<file path="src/hw/rtl/etfp_pkg.sv">
// Shared constants and register codes for the escape-time fractal pixel block.
package etfp_pkg;

   localparam int COORD_WIDTH   = 32;
   localparam int FRACTION_BITS = 28;

   localparam int ITER_WIDTH  = 16;
   localparam int GRAY_WIDTH  = 8;
   localparam int CSR_DATA_W  = 32;
   localparam int CSR_ADDR_W  = 4;

   localparam logic [ITER_WIDTH-1:0] MAX_ITER_RESET = 16'd256;

   // Register indexes (byte address = 4 * index).
   typedef enum logic [1:0] {
      REG_FRACTAL_MODE = 2'd0,
      REG_MAX_ITER     = 2'd1,
      REG_JULIA_C_RE   = 2'd2,
      REG_JULIA_C_IM   = 2'd3
   } csr_index_type;

   // Gray scale: floor(n * 255 / 40) for n below 40, by reciprocal 13108 / 2^19.
   localparam int GRAY_SAT_COUNT = 40;
   localparam int GRAY_MUL       = 255 * 13108;
   localparam int GRAY_SHIFT     = 19;
   localparam int GRAY_PROD_W    = 29;

endpackage

</file>
<file path="src/hw/rtl/etfp_root_cell.sv">
// One cell of the square root chain: resolves one root bit from two radicand bits.
module etfp_root_cell #(
   parameter int CW = etfp_pkg::COORD_WIDTH
) (
   input  logic              clock,
   input  logic [CW+1:0]     rem_in,
   input  logic [CW-1:0]     root_in,
   input  logic [2*CW-1:0]   rad_in,
   output logic [CW+1:0]     rem_out,
   output logic [CW-1:0]     root_out,
   output logic [2*CW-1:0]   rad_out
);
   localparam int PW = 2 * CW;

   logic [CW+3:0] rem_sh;
   logic [CW+3:0] trial;
   logic [CW+3:0] diff;
   logic          take;

   logic [CW+1:0]   rem_ff, rem_in_nx;
   logic [CW-1:0]   root_ff, root_in_nx;
   logic [PW-1:0]   rad_ff;

   always_comb begin
      rem_sh = {rem_in, rad_in[PW-1:PW-2]};
      trial  = (CW+4)'({root_in, 2'b01});
      diff   = rem_sh - trial;
      take   = (rem_sh >= trial);
      rem_in_nx  = take ? diff[CW+1:0] : rem_sh[CW+1:0];
      root_in_nx = {root_in[CW-2:0], take};
   end

   always_ff @(posedge clock) begin
      rem_ff  <= rem_in_nx;
      root_ff <= root_in_nx;
      rad_ff  <= {rad_in[PW-3:0], 2'b00};
   end

   assign rem_out  = rem_ff;
   assign root_out = root_ff;
   assign rad_out  = rad_ff;
endmodule

</file>
<file path="src/hw/rtl/etfp_root_chain.sv">
// Row of square root cells, one registered cell per root bit.
module etfp_root_chain #(
   parameter int CW = etfp_pkg::COORD_WIDTH
) (
   input  logic              clock,
   input  logic [2*CW-1:0]   radicand,
   output logic [CW-1:0]     root
);
   localparam int PW = 2 * CW;

   logic [CW+1:0] rem_w  [CW+1];
   logic [CW-1:0] root_w [CW+1];
   logic [PW-1:0] rad_w  [CW+1];

   assign rem_w[0]  = '0;
   assign root_w[0] = '0;
   assign rad_w[0]  = radicand;

   for (genvar k = 0; k < CW; k++) begin : g_cell
      etfp_root_cell #(.CW(CW)) u_cell (
         .clock    (clock),
         .rem_in   (rem_w[k]),
         .root_in  (root_w[k]),
         .rad_in   (rad_w[k]),
         .rem_out  (rem_w[k+1]),
         .root_out (root_w[k+1]),
         .rad_out  (rad_w[k+1])
      );
   end

   assign root = root_w[CW];
endmodule

</file>
<file path="config.mk">
export PLATFORM = sky130hd
export DESIGN_NAME = etfp_root_chain
export DESIGN_NICKNAME = d
export VERILOG_FILES = /design/src/hw/rtl/etfp_pkg.sv /design/src/hw/rtl/etfp_root_cell.sv /design/src/hw/rtl/etfp_root_chain.sv
export SDC_FILE = /design/constraint.sdc
export NUM_CORES = 2
export LEC_CHECK = 0
export BUFFER_PORTS_ARGS = -buffer_cell sky130_fd_sc_hd__buf_2
export CORE_UTILIZATION = 56
export DETAILED_ROUTE_END_ITERATION = 10
export PLACE_DENSITY = 0.73
export SLEW_MARGIN = 10
export SYNTH_ARGS = -nofsm -noshare
export SYNTH_HDL_FRONTEND = slang
export SYNTH_SLANG_ARGS = --single-unit
</file>
<file path="constraint.sdc">
create_clock -name clock -period 3.35 [get_ports clock]
set_clock_uncertainty 0.15 [all_clocks]
set_input_delay 0.67 -clock clock [delete_from_list [all_inputs] [get_ports clock]]
set_output_delay 0.67 -clock clock [all_outputs]
set_load 0.01 [all_outputs]
</file>
Yosys cells after proc, flatten, opt, wreduce, memory -nomap -nowiden
Cells that the tools add are included.

operators by class
  $add $sub $neg = 31
  $lt $le $gt $ge = 32
  mux-type cells = 31

operators with widths
  kind              number
  $mux 34           30
  $ge 36x10->1      1
  $ge 36x11->1      1
  $ge 36x12->1      1
  $ge 36x13->1      1
  $ge 36x14->1      1
  $ge 36x15->1      1
  $ge 36x16->1      1
  $ge 36x17->1      1
  $ge 36x18->1      1
  $ge 36x19->1      1
  $ge 36x20->1      1
  $ge 36x21->1      1
  $ge 36x22->1      1
  $ge 36x23->1      1
  $ge 36x24->1      1
  $ge 36x25->1      1
  $ge 36x26->1      1
  $ge 36x27->1      1
  $ge 36x28->1      1
  $ge 36x29->1      1
  $ge 36x3->1       1
  $ge 36x30->1      1
  $ge 36x31->1      1
  other kinds (41)  41

word-level totals
  output and inout port bits = 32
  word-level logic and storage cells = 189
  input bits = 65
  bits in registers = 2543

Depth between registers and ports, before layout
  word-level depth = 2
  depth in mapped cells = 15

Modules after synthesis
A second synthesis with hierarchy kept.

unflattened totals
  cell total of the unflattened synthesis = 16225
  area total of the unflattened synthesis = 161078.2 µm²

by module, submodules not included
  module           sequential area each (µm²)  area each (µm²)  instances  cells an instance
  etfp_root_cell   2562.5                      5033.6           32         507
  etfp_root_chain  0.0                         3.8              1          1

Worst setup path after synthesis
OpenSTA, ideal clock, no wires.

  path kind = flip-flop to flip-flop
  start = register g_cell[19].u_cell.root_ff[1]
  end = register g_cell[20].u_cell.rem_ff[10]
  data arrival time = 3025 ps
  setup slack = 43 ps
  setup time = 132 ps
  data required time = 3068 ps
  path buffers = 2
  period minus slack after synthesis = 3307 ps
  cell stages (with the launch flop) = 12
  cells stage by stage = dfxtp_1 > inv_1 > ha_1 > o21ai_0 > a2111oi_0 > nor3_1 > a211oi_2 > a21oi_1 > o41ai_2 > clkbuf_1 > clkbuf_1 > a21oi_1

on the way
  longest elaborated chain between the ends = 2
  elaborated cells on any way between the ends = 3
  those cells by class = add/sub (1); order compare (1); mux (1)

ends and longest elaborated chain
  what                                 line                  RTL
  start, declared                      etfp_root_cell.sv:21  logic [CW-1:0] root_ff, root_in_nx;
  start signal, assigned               etfp_root_cell.sv:35  root_ff <= root_in_nx;
  $ge 36x22->1                         etfp_root_cell.sv:28  take = (rem_sh >= trial);
  net g_cell[20].u_cell.take           etfp_root_cell.sv:18  logic take;
  $mux 34                              etfp_root_cell.sv:29  rem_in_nx = take ? diff[CW+1:0] : rem_sh[CW+1:0];
  net g_cell[20].u_cell.rem_in_nx[10]  etfp_root_cell.sv:20  logic [CW+1:0] rem_ff, rem_in_nx;
  end signal, assigned                 etfp_root_cell.sv:34  rem_ff <= rem_in_nx;
  end, declared                        etfp_root_cell.sv:20

The timed path passes the listed nets, and every way through them passes these cells.
A chain may end at the register's enable or synchronous reset.

Final worst setup path
  start = register g_cell[8].u_cell.rem_ff[22]
  end = register g_cell[9].u_cell.rem_ff[3]

on the way
  longest elaborated chain between the ends = 2

ends and longest elaborated chain
  what                               line
  start, declared                    etfp_root_cell.sv:20
  start signal, assigned             etfp_root_cell.sv:34
  $ge 36x11->1                       etfp_root_cell.sv:28
  $mux 34                            etfp_root_cell.sv:29
  net g_cell[9].u_cell.rem_in_nx[3]  etfp_root_cell.sv:20
  end signal, assigned               etfp_root_cell.sv:34
  end, declared                      etfp_root_cell.sv:20

The timed path passes the listed nets, and every way through them passes these cells.

==> reports/results.tsv <==
stage	metric	value	unit
sta	max_freq	295	MHz
power	netSwitchingPower	23.1	mW
sta	rsz0062_at_grt	yes	
hold_path	holdCritStartpoint	g_cell[25].u_cell.rad_out[56]$_DFF_P_	
sta	maxSlewHeadroom	0.551	
placed_design	place_congestion	0.944	
setup_path	cp.arrival	4.01	ns
setup_path	reg2reg_setup_slack	-0.04	ns
detailed_routing	ant_nets	0	
detailed_routing	drt_first_pass_iters	6	
clocking	cts_tree	done	
clocking	cts_inserted_buffers	240	
setup_path	crit_path_start_kind	flip-flop	
yosys	avgSynthCellArea	10.2	µm²
die	dieArea	167000	µm²
grt	overflow	0	
yosys	synthXorXnorAreaFrac	0.0815	
detailed_routing	vias_per_cell	5.37	
power	finalPower	81.3	mW
placed_design	portBuffers	96	
sta	setup_viol_count_final	11	
detailed_routing	vias	64812	
yosys	synth.ff_latch_count	2523	
grt	grt_pass1_wl	339000	µm
finish	drive_gt1_frac	0.119	
yosys	synth-simple-area-share	0.126	
die	coreArea	163000	µm²
hold_path	whs_path_depth	0	
power	combPwrFrac	0.166	
sta	fin_crit	3.39	ns
grt	grt_pass1_vias	64080	
setup_path	worstReg2RegEnd	g_cell[9].u_cell.rem_out[3]$_DFF_P_	
sta	tns	-0.181	ns
setup_path	cpMostUsedCell	or3_4	
yosys	synth_adder_area_share	0.0761	
placed_design	dp_hpwl	158000	µm
power	power_density	753	nW/µm²
yosys	synth-main-ff-cell	dfxtp_1	
setup_path	critical_path_peak_fanout	6	
sta	worstMarginPinSlew	0.667	ns
clocking	clockBufferDepth	3	
sta	worst_slack	-0.0413	ns
clocking	h-tree-depth	4	
yosys	yosys.area.top_type	dfxtp_1	
yosys	synth-seq-area-share	0.547	
setup_path	worstPathRequired	3.97	ns
sta	slew_violations	0	
hold_path	worst_hold_path.endpoint	g_cell[26].u_cell.rad_out[58]$_DFF_P_	
power	p_leak	50.9	nW
power	clockPowerShare	0.357	
detailed_routing	drt_iter0_drc	4410	
finish	fill_cells	12660	
detailed_routing	wl_per_cell	17.8	µm
power	internal_power	58.2	mW
yosys	synth_top_family_by_area	simple AND/OR/NAND/NOR gates	
hold_path	hold_class	flip-flop to flip-flop	
yosys	synth_compound_area_frac	0.125	
die	ios	97	
yosys	netlist.area_leader.share	0.547	
setup_path	rr_startpoint	g_cell[8].u_cell.rem_out[22]$_DFF_P_	
yosys	synthTopCellsByArea	dfxtp_1 (55%), ha_1 (7.6%), xnor2_1 (4.3%), xor2_1 (3.8%), a21oi_1 (3.1%)	
setup_path	crit_type	flip-flop to flip-flop	
yosys	synth_edf_count	0	
die	die_h	408	µm
clocking	clk_pin_slew_worst_paths	0.07	ns
run	drv_cap	0	
setup_path	cp_slowest_stage_delay	0.53	ns
yosys	syn_nets	9711	
clocking	cts_root_buf	clkbuf_16	
setup_path	crit_path_end_kind	flip-flop	
finish	final_net_count	10295	
die	die_w	408	µm
detailed_routing	drc	0	
setup_path	crit_chain	or4_4 > or3_4 > or4_4 > or3_4 > or3_4 > nor3_4 > buf_6 > buf_6 > nand2_4 > o31ai_2	
power	switching_share	0.284	
sta	hold_viol	0	
clocking	clk_latency	0.91	ns
sta	period_share	1.01	
detailed_routing	postRouteWirelength	214000	µm
yosys	yosys_warnings	0	
finish	area_growth	16.9	%
yosys	syn_area	92400	µm²
clocking	cts.sinks	2523	
die	placementRows	148	
yosys	synthCells	9084	
status	status	finished with violations	
yosys	synth_common_cells	dfxtp_1 (2523), inv_1 (673), nand2_1 (624), nor2_1 (578), a21oi_1 (568)	
yosys	synth.area.mux_share	0.00959	
power	ir_worst_vdd	0.000816	V
grt	grt_antenna_before_repair	14	
status	violations	negative setup slack	
yosys	yosysMostFrequentCell	dfxtp_1	
setup_path	reg2reg_depth	10	
die	start_util	0.565	
power	p_seq_frac	0.477	
setup_path	cp_slowest_cell	or4_4	
grt	grt_max_degree	45	
yosys	ys_async_sr_fraction	0	
yosys	ys_types	89	
grt	grt_use_total	0.252	
critical path: cells and delay by family (launching register included):
kind | cells | cell delay [ns]
DFF | 1 | 0.32
and+or+nand+nor | 7 | 2.40
AOI/OAI and AO/OA | 1 | 0.07
buffers and inverters | 2 | 0.31
layout make-up:
| cell class | instances | area, µm² | share of cell area |
|---|---|---|---|
| Tap cell | 2175 | 2720 | 0.0252 |
| Timing Repair Buffer | 515 | 4000 | 0.0370 |
| Clock buffer | 327 | 6910 | 0.0640 |
| Multi-Input combinational cell | 5711 | 39400 | 0.365 |
| Sequential cell | 2523 | 50500 | 0.468 |
| Clock inverter | 127 | 1910 | 0.0176 |
| Antenna cell | 10 | 25.0 | 0.000232 |
| Inverter | 677 | 2540 | 0.0236 |
power by group through the flow:
stage	clock network [mW]	registers [mW]	logic, mW
after floorplan	0	37.8	9.74
after global placement	0	39.2	12.8
after detailed placement	0	39.3	12.9
after CTS	29.6	38.7	13.2
after global routing	31.0	39.3	14.9
final	29.0	38.8	13.5
per-stage QoR:
stage / utilization / worst slack (ns) / hold slack [ns] / instances / cell area (µm²)
after floorplan: - / 0.0425 / 0.160 / 9084 / 92400
after global placement: 0.598 / -0.113 / 0.160 / 11514 / 97600
after detailed placement: 0.598 / -0.245 / 0.162 / 11514 / 97600
after CTS: 0.656 / 0.00213 / 0.0829 / 12033 / 107000
after global routing: 0.661 / -0.101 / 0.107 / 12062 / 108000
final: 0.661 / -0.0413 / 0.0946 / 12065 / 108000
kinds of logic (layout without fill, tap and decap cells):
family / Yosys count / after routing
simple gates: 2356 / 2356
xor+xnor: 859 / 859
compound gates: 1853 / 1853
buf+inv: 850 / 1646
fa+ha+maj: 562 / 562
flops: 2523 / 2523
other cells: 1 / 11
mux: 80 / 80
sequential cells by signal (all words and copies together) (netlist names):
| signal | flops |
|---|---|
| g_cell.u_cell.rad_out | 992 |
| g_cell.u_cell.rem_out | 1003 |
| g_cell.u_cell.root_out | 528 |
how the worst max path moves through the flow:
stage	end	start	slack (ns)	cells past startpoint
5_1_grt	g_cell[9].u_cell.rem_out[3]$_DFF_P_	g_cell[8].u_cell.rem_out[22]$_DFF_P_	-0.10	10
6_report	g_cell[9].u_cell.rem_out[3]$_DFF_P_	g_cell[8].u_cell.rem_out[22]$_DFF_P_	-0.04	10
4_1_cts	g_cell[19].u_cell.rem_out[28]$_DFF_P_	g_cell[18].u_cell.root_out[14]$_DFF_P_	0.002	9
3_3_place_gp	g_cell[17].u_cell.rem_out[32]$_DFF_P_	g_cell[16].u_cell.root_out[2]$_DFF_P_	-0.11	12
2_1_floorplan	g_cell[20].u_cell.rem_out[10]$_DFF_P_	g_cell[19].u_cell.root_out[1]$_DFF_P_	0.04	11
3_5_place_dp	g_cell[17].u_cell.rem_out[32]$_DFF_P_	g_cell[16].u_cell.root_out[2]$_DFF_P_	-0.25	12
layer usage:
metal / GRT usage / routed length, µm / up-vias
met3: 0.0359 / 10100 / 439
met4: 0.0886 / 7150 / 4
met2: 0.440 / 105000 / 1613
met1: 0.316 / 92500 / 30391
met5: 0 / 21 / -
li1: - / - / 32365
layout by cell type (no fill, tap or decap), types with 21 or more instances in the layout:
| cell type | n |
|---|---|
| nor2b_1 | 77 |
| o21ai_1 | 21 |
| mux2_2 | 68 |
| nor2_1 | 572 |
| ha_1 | 553 |
| a21o_1 | 255 |
| xor2_1 | 404 |
| clkbuf_8 | 58 |
| or3_1 | 91 |
| a211oi_1 | 48 |
| nand2_1 | 614 |
| dlygate4sd3_1 | 65 |
| or2_2 | 47 |
| a31oi_1 | 55 |
| nand3b_1 | 29 |
| nand4_1 | 104 |
| o21ai_0 | 437 |
| a21oi_1 | 553 |
| buf_4 | 331 |
| nand2b_1 | 106 |
| nor4_1 | 86 |
| clkinv_2 | 39 |
| o21bai_1 | 49 |
| or4_1 | 38 |
| bufinv_16 | 32 |
| clkbuf_1 | 29 |
| dfxtp_1 | 2518 |
| inv_1 | 672 |
| nor3_1 | 221 |
| nand3_1 | 127 |
| o31ai_1 | 41 |
| clkbuf_16 | 240 |
| o211ai_1 | 42 |
| buf_2 | 97 |
| xnor2_1 | 453 |
| o21a_1 | 95 |
| and3_1 | 67 |
| clkinvlp_4 | 27 |
timing repair:
action                                  4_1_cts  5_1_grt
buffers inserted                              0       21
pin swaps                                     0       36
endpoints found under the setup margin       16      344
hold buffers                                 65        0
endpoints found under the hold margin        65        0
gates cloned                                  0        1
gates resized for setup                       8      170
No activity file was read; power rests on OpenSTA's default activity.
